$ cat src/emmc_pkg.sv
`timescale 1ns / 1ps

package emmc_pkg;

   localparam int TIMER_W = 17;
   localparam int CSR_ADDR_W = 3;
   localparam int CSR_DATA_W = 16;

   localparam logic [TIMER_W-1:0] TIMER_MAX = 17'h1FFFF;

   // map codes
   localparam logic [1:0] MAP_NORMAL = 2'd0;
   localparam logic [1:0] MAP_RACE = 2'd1;
   localparam logic [1:0] MAP_EMERGENCY = 2'd2;

   // rpm status codes
   localparam logic [1:0] RPM_OVERSPEED = 2'd1;
   localparam logic [1:0] RPM_BAD_SIGNAL = 2'd2;

   // button command codes
   localparam logic [1:0] CMD_NONE = 2'd0;
   localparam logic [1:0] CMD_CHANGE_SCREEN = 2'd1;
   localparam logic [1:0] CMD_CHANGE_BRIGHTNESS = 2'd2;

   // register indexes
   localparam logic [CSR_ADDR_W-1:0] REG_MAP_COOLDOWN = 3'd0;
   localparam logic [CSR_ADDR_W-1:0] REG_LIMITER_HOLD = 3'd1;
   localparam logic [CSR_ADDR_W-1:0] REG_LONG_PRESS = 3'd2;
   localparam logic [CSR_ADDR_W-1:0] REG_BUTTON_COOLDOWN = 3'd3;
   localparam logic [CSR_ADDR_W-1:0] REG_STOICH_AFR = 3'd4;

   // register reset values; stoichiometric AFR 14.7 in hundredths
   localparam logic [15:0] MAP_COOLDOWN_RESET = 16'd1000;
   localparam logic [15:0] LIMITER_HOLD_RESET = 16'd2000;
   localparam logic [15:0] LONG_PRESS_RESET = 16'd1000;
   localparam logic [15:0] BUTTON_COOLDOWN_RESET = 16'd500;
   localparam logic [11:0] STOICH_AFR_RESET = 12'd1470;

   typedef struct packed {
      logic [15:0] elapsed_ms;
      logic        map_switch_high;
      logic        control_button_high;
      logic        engine_oil_danger;
      logic        gearbox_oil_danger;
      logic [1:0]  rpm_status;
      logic        engine_running;
      logic        afr_sensor_cold;
      logic [11:0] afr_x100;
      logic        take_command;
   } req_payload_type;

   typedef struct packed {
      logic        map_select_pin;
      logic        lambda_lean_pin;
      logic        gauge_power_pin;
      logic [1:0]  reported_map;
      logic        limiter_active;
      logic [1:0]  pending_command;
   } rsp_payload_type;

   typedef struct packed {
      logic [15:0] map_cooldown_ms;
      logic [15:0] limiter_hold_ms;
      logic [15:0] long_press_ms;
      logic [15:0] button_cooldown_ms;
      logic [11:0] stoich_afr_x100;
   } config_type;

   typedef struct packed {
      logic        map_select;
      logic [1:0]  reported_map;
      logic        limiter_active;
   } map_status_type;

   function automatic logic [TIMER_W-1:0] sat_add(input logic [TIMER_W-1:0] t,
                                                 input logic [15:0] d);
      logic [TIMER_W:0] s;
      s = {1'b0, t} + {2'b00, d};
      return s[TIMER_W] ? TIMER_MAX : s[TIMER_W-1:0];
   endfunction

endpackage

$ cat src/emmc_if.sv
`timescale 1ns / 1ps

interface emmc_req_if;
   logic                     valid;
   logic                     ready;
   emmc_pkg::req_payload_type payload;
   modport source (output valid, output payload, input ready);
   modport sink (input valid, input payload, output ready);
endinterface

interface emmc_rsp_if;
   logic                     valid;
   logic                     ready;
   emmc_pkg::rsp_payload_type payload;
   modport source (output valid, output payload, input ready);
   modport sink (input valid, input payload, output ready);
endinterface

interface emmc_csr_if;
   logic                              valid;
   logic                              ready;
   logic [emmc_pkg::CSR_ADDR_W-1:0]   addr;
   logic [emmc_pkg::CSR_DATA_W-1:0]   wdata;
   modport source (output valid, output addr, output wdata, input ready);
   modport sink (input valid, input addr, input wdata, output ready);
endinterface

$ cat src/emmc_map_ctrl.sv
`timescale 1ns / 1ps

module emmc_map_ctrl (
   input  logic                      clock,
   input  logic                      reset,
   input  logic                      en,
   input  emmc_pkg::req_payload_type req,
   input  emmc_pkg::config_type      cfg,
   output emmc_pkg::map_status_type  status
);
   import emmc_pkg::*;

   logic [1:0]         map_ff, map_in;
   logic               cool_on_ff, cool_on_in;
   logic [TIMER_W-1:0] cool_tmr_ff, cool_tmr_in;
   logic               lim_ff, lim_in;
   logic [1:0]         next_map;
   logic [15:0]        limit;

   always_comb begin
      next_map = map_ff;
      cool_on_in = cool_on_ff;
      cool_tmr_in = cool_tmr_ff;
      lim_in = lim_ff;
      limit = lim_ff ? cfg.limiter_hold_ms : cfg.map_cooldown_ms;
      if (!cool_on_ff) begin
         next_map = req.map_switch_high ? MAP_RACE : MAP_NORMAL;
      end else if (cool_tmr_ff >= {1'b0, limit}) begin
         // expiring tick: timer is not advanced
         cool_tmr_in = '0;
         cool_on_in = 1'b0;
         lim_in = 1'b0;
      end else begin
         cool_tmr_in = sat_add(cool_tmr_ff, req.elapsed_ms);
      end
      if (req.engine_oil_danger || req.gearbox_oil_danger) begin
         next_map = MAP_NORMAL;
      end
      if (req.rpm_status == RPM_OVERSPEED) begin
         next_map = MAP_NORMAL;
         lim_in = 1'b1;
      end
      if (req.rpm_status == RPM_BAD_SIGNAL) begin
         next_map = MAP_EMERGENCY;
      end
      map_in = next_map;
      if (next_map != map_ff) begin
         cool_on_in = 1'b1;
      end
   end

   always_comb begin
      status.map_select = (map_in == MAP_RACE);
      status.reported_map = lim_in ? MAP_RACE : map_in;
      status.limiter_active = lim_in;
   end

   always_ff @(posedge clock) begin
      if (reset) begin
         map_ff <= MAP_NORMAL;
         cool_on_ff <= 1'b0;
         cool_tmr_ff <= '0;
         lim_ff <= 1'b0;
      end else if (en) begin
         map_ff <= map_in;
         cool_on_ff <= cool_on_in;
         cool_tmr_ff <= cool_tmr_in;
         lim_ff <= lim_in;
      end
   end

   a_timer_idle: assert property (@(posedge clock) disable iff (reset)
      !cool_on_ff |-> cool_tmr_ff == '0)
      else $error("map cooldown timer running while cooldown is off");

   a_map_code: assert property (@(posedge clock) disable iff (reset)
      map_ff <= MAP_EMERGENCY)
      else $error("map state holds an unused code");

   a_hold: assert property (@(posedge clock) disable iff (reset)
      !en |=> $stable(map_ff) && $stable(cool_tmr_ff))
      else $error("map state changed without an item");

endmodule

$ cat src/emmc_button.sv
`timescale 1ns / 1ps

module emmc_button (
   input  logic                      clock,
   input  logic                      reset,
   input  logic                      en,
   input  emmc_pkg::req_payload_type req,
   input  emmc_pkg::config_type      cfg,
   output logic [1:0]                pending_command
);
   import emmc_pkg::*;

   logic [TIMER_W-1:0] press_ff, press_in;
   logic               bc_on_ff, bc_on_in;
   logic [TIMER_W-1:0] bc_tmr_ff, bc_tmr_in;
   logic [1:0]         cmd_ff, cmd_in;
   logic [1:0]         cmd_now;

   always_comb begin
      press_in = press_ff;
      bc_on_in = bc_on_ff;
      bc_tmr_in = bc_tmr_ff;
      cmd_now = cmd_ff;
      if (!bc_on_ff) begin
         if (req.control_button_high) begin
            if (press_ff >= {1'b0, cfg.long_press_ms}) begin
               cmd_now = CMD_CHANGE_SCREEN;
               press_in = '0;
               bc_on_in = 1'b1;
            end else begin
               press_in = sat_add(press_ff, req.elapsed_ms);
            end
         end else begin
            // release after a short hold
            if (press_ff != '0) begin
               cmd_now = CMD_CHANGE_BRIGHTNESS;
            end
            press_in = '0;
         end
      end else if (bc_tmr_ff >= {1'b0, cfg.button_cooldown_ms}) begin
         bc_on_in = 1'b0;
         bc_tmr_in = '0;
      end else begin
         bc_tmr_in = sat_add(bc_tmr_ff, req.elapsed_ms);
      end
      // report first, then read-and-clear
      cmd_in = req.take_command ? CMD_NONE : cmd_now;
   end

   assign pending_command = cmd_now;

   always_ff @(posedge clock) begin
      if (reset) begin
         press_ff <= '0;
         bc_on_ff <= 1'b0;
         bc_tmr_ff <= '0;
         cmd_ff <= CMD_NONE;
      end else if (en) begin
         press_ff <= press_in;
         bc_on_ff <= bc_on_in;
         bc_tmr_ff <= bc_tmr_in;
         cmd_ff <= cmd_in;
      end
   end

   a_cooldown_no_press: assert property (@(posedge clock) disable iff (reset)
      bc_on_ff |-> press_ff == '0)
      else $error("press timer running during button cooldown");

   a_cooldown_timer_idle: assert property (@(posedge clock) disable iff (reset)
      !bc_on_ff |-> bc_tmr_ff == '0)
      else $error("button cooldown timer running while cooldown is off");

   a_take_clears: assert property (@(posedge clock) disable iff (reset)
      en && req.take_command |=> cmd_ff == CMD_NONE)
      else $error("taken command still held");

endmodule

$ cat src/engine_map_mode_controller.sv
`timescale 1ns / 1ps

// A beat accepted on req_chan is loaded into the input register, and its result then
// into the result register, which is presented on rsp_chan.
// Throughput: one beat per cycle; the input stage advances whenever the result
// register is empty or being taken, so a held result stalls at most one beat.
// Reset (synchronous, active high) clears the control state, restores register defaults
// and empties both stages.
module engine_map_mode_controller (
   input  logic clock,
   input  logic reset,
   emmc_req_if.sink   req_chan,
   emmc_rsp_if.source rsp_chan,
   emmc_csr_if.sink   csr_chan
);
   import emmc_pkg::*;

   config_type      cfg_ff;
   logic            in_valid_ff;
   req_payload_type in_data_ff;
   logic            rsp_valid_ff;
   rsp_payload_type rsp_data_ff, rsp_data_in;
   logic            advance;
   logic            lean_ff, lean_in;
   logic            gauge_ff;
   map_status_type  map_status;
   logic [1:0]      pending_command;

   assign advance = in_valid_ff && (!rsp_valid_ff || rsp_chan.ready);
   assign req_chan.ready = !in_valid_ff || advance;
   assign csr_chan.ready = 1'b1;
   assign rsp_chan.valid = rsp_valid_ff;
   assign rsp_chan.payload = rsp_data_ff;

   always_ff @(posedge clock) begin
      if (reset) begin
         cfg_ff.map_cooldown_ms <= MAP_COOLDOWN_RESET;
         cfg_ff.limiter_hold_ms <= LIMITER_HOLD_RESET;
         cfg_ff.long_press_ms <= LONG_PRESS_RESET;
         cfg_ff.button_cooldown_ms <= BUTTON_COOLDOWN_RESET;
         cfg_ff.stoich_afr_x100 <= STOICH_AFR_RESET;
      end else if (csr_chan.valid) begin
         case (csr_chan.addr)
            REG_MAP_COOLDOWN: cfg_ff.map_cooldown_ms <= csr_chan.wdata;
            REG_LIMITER_HOLD: cfg_ff.limiter_hold_ms <= csr_chan.wdata;
            REG_LONG_PRESS: cfg_ff.long_press_ms <= csr_chan.wdata;
            REG_BUTTON_COOLDOWN: cfg_ff.button_cooldown_ms <= csr_chan.wdata;
            REG_STOICH_AFR: cfg_ff.stoich_afr_x100 <= csr_chan.wdata[11:0];
            default: ;
         endcase
      end
   end

   always_ff @(posedge clock) begin
      if (reset) begin
         in_valid_ff <= 1'b0;
      end else if (req_chan.ready) begin
         in_valid_ff <= req_chan.valid;
      end
   end

   always_ff @(posedge clock) begin
      if (req_chan.valid && req_chan.ready) begin
         in_data_ff <= req_chan.payload;
      end
   end

   emmc_map_ctrl u_map (
      .clock  (clock),
      .reset  (reset),
      .en     (advance),
      .req    (in_data_ff),
      .cfg    (cfg_ff),
      .status (map_status)
   );

   emmc_button u_button (
      .clock           (clock),
      .reset           (reset),
      .en              (advance),
      .req             (in_data_ff),
      .cfg             (cfg_ff),
      .pending_command (pending_command)
   );

   // lambda emulation holds while the sensor is cold or AFR sits at stoich
   always_comb begin
      lean_in = lean_ff;
      if (!in_data_ff.afr_sensor_cold) begin
         if (in_data_ff.afr_x100 > cfg_ff.stoich_afr_x100) begin
            lean_in = 1'b1;
         end else if (in_data_ff.afr_x100 < cfg_ff.stoich_afr_x100) begin
            lean_in = 1'b0;
         end
      end
   end

   always_comb begin
      rsp_data_in.map_select_pin = map_status.map_select;
      rsp_data_in.lambda_lean_pin = lean_in;
      rsp_data_in.gauge_power_pin = !in_data_ff.engine_running;
      rsp_data_in.reported_map = map_status.reported_map;
      rsp_data_in.limiter_active = map_status.limiter_active;
      rsp_data_in.pending_command = pending_command;
   end

   always_ff @(posedge clock) begin
      if (reset) begin
         lean_ff <= 1'b0;
         gauge_ff <= 1'b0;
         rsp_valid_ff <= 1'b0;
      end else begin
         if (advance) begin
            lean_ff <= lean_in;
            gauge_ff <= in_data_ff.engine_running;
            rsp_valid_ff <= 1'b1;
         end else if (rsp_chan.ready) begin
            rsp_valid_ff <= 1'b0;
         end
      end
   end

   always_ff @(posedge clock) begin
      if (advance) begin
         rsp_data_ff <= rsp_data_in;
      end
   end

   a_limiter_reports_race: assert property (@(posedge clock) disable iff (reset)
      rsp_valid_ff && rsp_data_ff.limiter_active |-> rsp_data_ff.reported_map == MAP_RACE)
      else $error("limiter active but reported map is not race");

   a_gauge_matches: assert property (@(posedge clock) disable iff (reset)
      rsp_valid_ff |-> rsp_data_ff.gauge_power_pin == !gauge_ff)
      else $error("gauge pin disagrees with gauge state");

   a_no_overwrite: assert property (@(posedge clock) disable iff (reset)
      !(advance && rsp_valid_ff && !rsp_chan.ready))
      else $error("result register overwritten while stalled");

   a_item_kept: assert property (@(posedge clock) disable iff (reset)
      in_valid_ff && !advance |=> in_valid_ff)
      else $error("input beat dropped");

   a_reset_empty: assert property (@(posedge clock)
      reset |=> !rsp_valid_ff && !in_valid_ff)
      else $error("pipeline not empty after reset");

endmodule

$ cat src/flat_wrapper.sv
// flat-port wrapper written by rule: the top's interface ports become plain ports
module engine_map_mode_controller_flat import emmc_pkg::*;
  (clock, reset, req_chan_valid, req_chan_payload, req_chan_ready, rsp_chan_valid, rsp_chan_payload, rsp_chan_ready, csr_chan_valid, csr_chan_addr, csr_chan_wdata, csr_chan_ready);
  emmc_req_if req_chan_i ();
  emmc_rsp_if rsp_chan_i ();
  emmc_csr_if csr_chan_i ();
  input  logic clock;
  input  logic reset;
  input wire logic [$bits(req_chan_i.valid)-1:0] req_chan_valid;
  input wire logic [$bits(req_chan_i.payload)-1:0] req_chan_payload;
  output wire logic [$bits(req_chan_i.ready)-1:0] req_chan_ready;
  output wire logic [$bits(rsp_chan_i.valid)-1:0] rsp_chan_valid;
  output wire logic [$bits(rsp_chan_i.payload)-1:0] rsp_chan_payload;
  input wire logic [$bits(rsp_chan_i.ready)-1:0] rsp_chan_ready;
  input wire logic [$bits(csr_chan_i.valid)-1:0] csr_chan_valid;
  input wire logic [$bits(csr_chan_i.addr)-1:0] csr_chan_addr;
  input wire logic [$bits(csr_chan_i.wdata)-1:0] csr_chan_wdata;
  output wire logic [$bits(csr_chan_i.ready)-1:0] csr_chan_ready;
  assign req_chan_i.valid = req_chan_valid;
  assign req_chan_i.payload = req_chan_payload;
  assign req_chan_ready = req_chan_i.ready;
  assign rsp_chan_valid = rsp_chan_i.valid;
  assign rsp_chan_payload = rsp_chan_i.payload;
  assign rsp_chan_i.ready = rsp_chan_ready;
  assign csr_chan_i.valid = csr_chan_valid;
  assign csr_chan_i.addr = csr_chan_addr;
  assign csr_chan_i.wdata = csr_chan_wdata;
  assign csr_chan_ready = csr_chan_i.ready;
  engine_map_mode_controller u_core (.clock(clock), .reset(reset), .req_chan(req_chan_i), .rsp_chan(rsp_chan_i), .csr_chan(csr_chan_i));
endmodule
$ cat config.mk
export PLATFORM = sky130hd
export DESIGN_NAME = engine_map_mode_controller_flat
export DESIGN_NICKNAME = d
export VERILOG_FILES = /design/src/emmc_pkg.sv /design/src/emmc_if.sv /design/src/emmc_map_ctrl.sv /design/src/emmc_button.sv /design/src/engine_map_mode_controller.sv /design/src/flat_wrapper.sv
export SDC_FILE = /design/constraint.sdc
export NUM_CORES = 1
export LEC_CHECK = 0
export BUFFER_PORTS_ARGS = -buffer_cell sky130_fd_sc_hd__buf_2
export CORE_UTILIZATION = 35
export CTS_CLUSTER_DIAMETER = 200
export DETAILED_ROUTE_END_ITERATION = 8
export GPL_ROUTABILITY_DRIVEN = 0
export GPL_TIMING_DRIVEN = 0
export PLACE_DENSITY = 0.58
export SLEW_MARGIN = 40
export SYNTH_ARGS = -nofsm -noshare
export SYNTH_HDL_FRONTEND = slang
export SYNTH_HIERARCHICAL = 1
export SYNTH_SLANG_ARGS = --single-unit
$ cat constraint.sdc
create_clock -name clock -period 3.1 [get_ports clock]
set_input_delay 0.155 -clock clock [delete_from_list [all_inputs] [get_ports clock]]
set_output_delay 0.155 -clock clock [all_outputs]
set_load 0.01 [all_outputs]
==> tab_implementation.tex <==
\begin{tabular}{lr}
\hline
Metric & Value \\
\hline
\multicolumn{2}{l}{\textbf{Route}} \\
Via count & 9458 \\
Total iterations of the first detailed-routing run & 4 \\
Final routed wirelength across all metal layers & 30.7 mm \\
DRC violation count after routing & 0 \\
Initial drt markers & 722 \\
Per-cell via count in the routed design & 5.23 \\
Average wire per standard cell & 17.0 µm \\
Post-DRT Antenna Nets & 0 \\
\multicolumn{2}{l}{\textbf{STA}} \\
Hold violation count in the final report & 0 \\
Number of setup violations in the final report & 0 \\
Final max-slew violation count & 0 \\
Worst setup skew after layout & 0.00945 ns \\
Portion of the clock cycle consumed by the worst path in the final layout & 96.5\% \\
Unrepaired setup endpoints after global routing & no \\
Post-route minimum period & 2.99 ns \\
Relative max-transition margin & 47.6\% \\
Transition time of the tightest slew-check pin & 0.786 ns \\
F\_max & 0.334 GHz \\
\multicolumn{2}{l}{\textbf{Final layout}} \\
Area growth from synthesis to final layout & 17.5\% \\
Final net count & 1570 \\
Fill cell count & 3094 \\
Number of cells in the finished layout apart from fillers & 1807 \\
Layout cells sized above 1 & 11.4\% \\
Share of the core filled with cells in the final layout & 41.8\% \\
Inserted Diodes & 0 \\
\multicolumn{2}{l}{\textbf{Placement}} \\
HPWL after DPL & 23.0 mm \\
Buffers added on ports & 70 \\
Placed cells & 1735 \\
\multicolumn{2}{l}{\textbf{Synthesis}} \\
Leading post-synthesis cells by cell area & sky130\_fd\_sc\_hd\_\_dfxtp\_1, sky130\_fd\_sc\_hd\_\_edfxtp\_1, sky130\_fd\_sc\_hd\_\_ha\_1, sky130\_fd\_sc\_hd\_\_nand2\_1, sky130\_fd\_sc\_hd\_\_a21oi\_1 \\
Cell area after synthesis & 0.0109 mm² \\
Synth Register Bits & 182 \\
Post-synthesis cell type count & 84 \\
Library cell occupying the most area in the post-synthesis netlist & sky130\_fd\_sc\_hd\_\_dfxtp\_1 \\
Number of warnings printed during yosys synthesis & 6 \\
Number of enable flip-flop cells after synthesis & 45 \\
Top cell type's share of synthesized area & 25.2\% \\
Syn Inst Count & 1267 \\
Top FF cell, synth & sky130\_fd\_sc\_hd\_\_dfxtp\_1 \\
Proportion of synthesized chip area in sequential cells & 37.6\% \\
Number of nets produced by synthesis & 1439 \\
Post-Synthesis Mean Instance Area & 8.59 µm² \\
Async set or reset register ratio after synthesis & 0\% \\
\multicolumn{2}{l}{\textbf{Worst setup path}} \\
Crit-path max FO & 10 \\
Critical path startpoint category & flip-flop \\
Required time at the endpoint of the critical path & 3.30 ns \\
Cell Chain, Critical Path & buf\_4 -> mux2i\_1 -> ha\_1 -> nand2\_1 -> o21ai\_1 -> or3b\_1 -> a311o\_1 -> a21boi\_1 -> o21ai\_0 -> buf\_4 \\
Worst setup EP type & flip-flop \\
Bufs and invs on worst path & 2 \\
Top cell by count, worst path & sky130\_fd\_sc\_hd\_\_buf\_4 \\
Crit path max-delay family & compound AO/OA/AOI/OAI gates \\
Crit-path max cell delay & 0.46 ns \\
Worst reg2reg setup slack & 0.11 ns \\
Critical path start-end classification & reg2reg \\
CP arrival & 3.20 ns \\
Cell at the slowest stage of the critical path & sky130\_fd\_sc\_hd\_\_dfxtp\_2 \\
\multicolumn{2}{l}{\textbf{Power}} \\
IR drop worst, VDD & 331 µV \\
Pleak & 5.47 nW \\
Pwr Density & 426 mW/mm² \\
\multicolumn{2}{l}{\textbf{Die}} \\
Placeable core region & 0.0306 mm² \\
Starting Density & 35.6\% \\
Die outline height & 178 µm \\
Die extent in x & 178 µm \\
Die footprint & 0.0318 mm² \\
I/O pin count & 72 \\
Number of rows created at floorplan & 64 \\
\multicolumn{2}{l}{\textbf{Global route}} \\
Number of antenna violations at the first check in global routing & 2 \\
Maximum number of pins on one net before global-route repair & 36 \\
Number of global-route vias before repair & 8869 \\
Wire length of the first global-routing pass & 48.5 mm \\
Total GRT Usage & 20.0\% \\
Overall overflow remaining after global route & 0 \\
\multicolumn{2}{l}{\textbf{Clocking}} \\
Max Buffers Root-to-Sink & 2 \\
Cell at the root of the clock tree & sky130\_fd\_sc\_hd\_\_clkbuf\_16 \\
Clock tree sinks & 182 \\
Clk\_lat worst skew & 0.45 ns \\
H-tree depth reported by CTS & 4 \\
Clock-pin slew of the registers on the worst-case setup and hold paths & 0.08 ns \\
CTS tree & done \\
TritonCTS buffer count & 17 \\
\multicolumn{2}{l}{\textbf{Outcome}} \\
Result of the run & complete, no violations \\
\multicolumn{2}{l}{\textbf{Worst hold path}} \\
Hold Path Class & in2reg \\
\multicolumn{2}{l}{\textbf{Run}} \\
Count of maximum capacitance violations & 0 \\
\hline
\end{tabular}
cells by family after synthesis:
| kind of cell | after synthesis | share of synthesized area (%) |
|---|---|---|
| and+or+nand+nor | 441 | 19.3 |
| AOI/OAI and AO/OA | 349 | 20.7 |
| DFF | 182 | 37.6 |
| buffers and inverters | 134 | 5.15 |
| adders and majority gates | 111 | 13.0 |
| xor gates and xnor gates | 25 | 2.01 |
| muxes | 24 | 2.23 |
| other | 1 | 0.0344 |
worst min-delay path, cell delays in order:
cell and delay (ns):
sky130_fd_sc_hd__buf_2 0.15, sky130_fd_sc_hd__nand2_1 0.07, sky130_fd_sc_hd__a21oi_1 0.05
path summary, 6_finish.rpt:
kind,to,cells after the start,from
setup / recovery,u_core/rsp_chan.payload[2],10,u_core/u_map/lim_ff
hold / removal,u_core/cfg_ff[45],3,csr_chan_wdata[1]
setup reg to reg,u_core/rsp_chan.payload[2],10,u_core/u_map/lim_ff
hold reg to reg,u_core/cfg_ff[23],2,u_core/cfg_ff[23]
power breakdown:
group	internal [mW]	switching, mW
logic	0.284	0.388
registers	2.51	0.0690
clock network	1.14	1.06
total	3.94	1.52
cells in the final DEF (no fill, tap or decap), types with 9 or more instances in the layout:
cell,n
sky130_fd_sc_hd__edfxtp_1,45
sky130_fd_sc_hd__nand3b_1,34
sky130_fd_sc_hd__o21ai_0,53
sky130_fd_sc_hd__mux2i_1,20
sky130_fd_sc_hd__a21oi_1,129
sky130_fd_sc_hd__nor2_1,61
sky130_fd_sc_hd__nor3_1,12
sky130_fd_sc_hd__inv_1,73
sky130_fd_sc_hd__xnor2_1,19
sky130_fd_sc_hd__nor2b_1,13
sky130_fd_sc_hd__buf_4,9
sky130_fd_sc_hd__nand4_1,14
sky130_fd_sc_hd__dlygate4sd3_1,40
sky130_fd_sc_hd__buf_2,80
sky130_fd_sc_hd__nand3_1,29
sky130_fd_sc_hd__clkbuf_16,17
sky130_fd_sc_hd__nand2_1,217
sky130_fd_sc_hd__clkbuf_1,36
sky130_fd_sc_hd__dfxtp_1,136
sky130_fd_sc_hd__a21o_1,26
sky130_fd_sc_hd__o21ai_1,15
sky130_fd_sc_hd__a31oi_1,16
sky130_fd_sc_hd__ha_1,108
sky130_fd_sc_hd__a211oi_1,17
sequential cells by signal, indices dropped and copies added, names as in the netlist:
signal                     count
u_core/u_map/cool_on_ff        1
u_core/lean_ff                 1
u_core/rsp_chan.payload        8
u_core/u_button/bc_on_ff       1
u_core/in_valid_ff             1
u_core/u_button/press_ff      17
u_core/rsp_chan.valid          1
u_core/u_map/cool_tmr_ff      17
u_core/u_map/lim_ff            1
u_core/u_button/cmd_ff         2
u_core/u_map/map_ff            2
u_core/cfg_ff                 76
u_core/u_button/bc_tmr_ff     17
u_core/in_data_ff             37
layer usage:
metal	track usage (%)	share of wire, %
met5	0	0.065
met1	28.2	50
met3	3.32	4.0
met2	31.4	45
met4	5.12	1.5
repair_timing:
item	4_1_cts	5_1_grt
hold buffers	40	0
resized for setup	3	7
endpoints found under the setup margin	22	28
endpoints found under the hold margin	40	0
buffers inserted	0	1
pin swaps	0	1
Yosys cell counts (4+ instances only):
master / instances
sky130_fd_sc_hd__xnor2_1: 19
sky130_fd_sc_hd__a211o_1: 8
sky130_fd_sc_hd__nand4_1: 14
sky130_fd_sc_hd__dfxtp_1: 137
sky130_fd_sc_hd__o21ai_1: 16
sky130_fd_sc_hd__buf_2: 10
sky130_fd_sc_hd__inv_1: 73
sky130_fd_sc_hd__mux2i_1: 22
sky130_fd_sc_hd__nor3_1: 12
sky130_fd_sc_hd__o31ai_1: 8
sky130_fd_sc_hd__o21ai_0: 53
sky130_fd_sc_hd__buf_4: 7
sky130_fd_sc_hd__a31oi_1: 16
sky130_fd_sc_hd__o211ai_1: 5
sky130_fd_sc_hd__ha_1: 108
sky130_fd_sc_hd__xor2_1: 6
sky130_fd_sc_hd__o41ai_1: 4
sky130_fd_sc_hd__o21a_1: 7
sky130_fd_sc_hd__nand2_1: 217
sky130_fd_sc_hd__or3_1: 5
sky130_fd_sc_hd__and2_1: 8
sky130_fd_sc_hd__and3_1: 8
sky130_fd_sc_hd__nand3b_1: 34
sky130_fd_sc_hd__nor2_1: 63
sky130_fd_sc_hd__clkbuf_1: 38
sky130_fd_sc_hd__nor2b_1: 14
sky130_fd_sc_hd__nor4_1: 8
sky130_fd_sc_hd__nand3_1: 29
sky130_fd_sc_hd__a211oi_1: 17
sky130_fd_sc_hd__nand2b_1: 8
sky130_fd_sc_hd__edfxtp_1: 45
sky130_fd_sc_hd__o21bai_1: 5
sky130_fd_sc_hd__a21o_1: 26
sky130_fd_sc_hd__a21oi_1: 131
sky130_fd_sc_hd__a22o_1: 8
metrics by stage:
stage          instance area, µm²  hold slack (ns)  setup WS, ns  TNS (ns)  total power [mW]
2_1_floorplan               10900            0.254        0.0868         0              3.03
3_3_place_gp                11700            0.331        -0.731    -22.67              3.24
3_5_place_dp                11800            0.333        -0.559     -8.83              3.26
4_1_cts                     12800          0.00245        0.0504         0              5.50
5_1_grt                     12800          0.00788        0.0145         0              5.69
6_report                    12800           0.0231         0.107         0              5.46
cell type report:
cell class / instances / area, µm² / area share (%)
buffer: 60 / 287 / 2.24
clock buffer: 17 / 425 / 3.32
clock inverter: 15 / 156 / 1.22
inverter: 73 / 274 / 2.14
multi-input combinational: 951 / 6270 / 49.0
sequential: 182 / 4100 / 32.0
tap: 396 / 495 / 3.87
timing repair buffer: 113 / 793 / 6.20
Note: power is estimated with default switching activity, not from simulation.
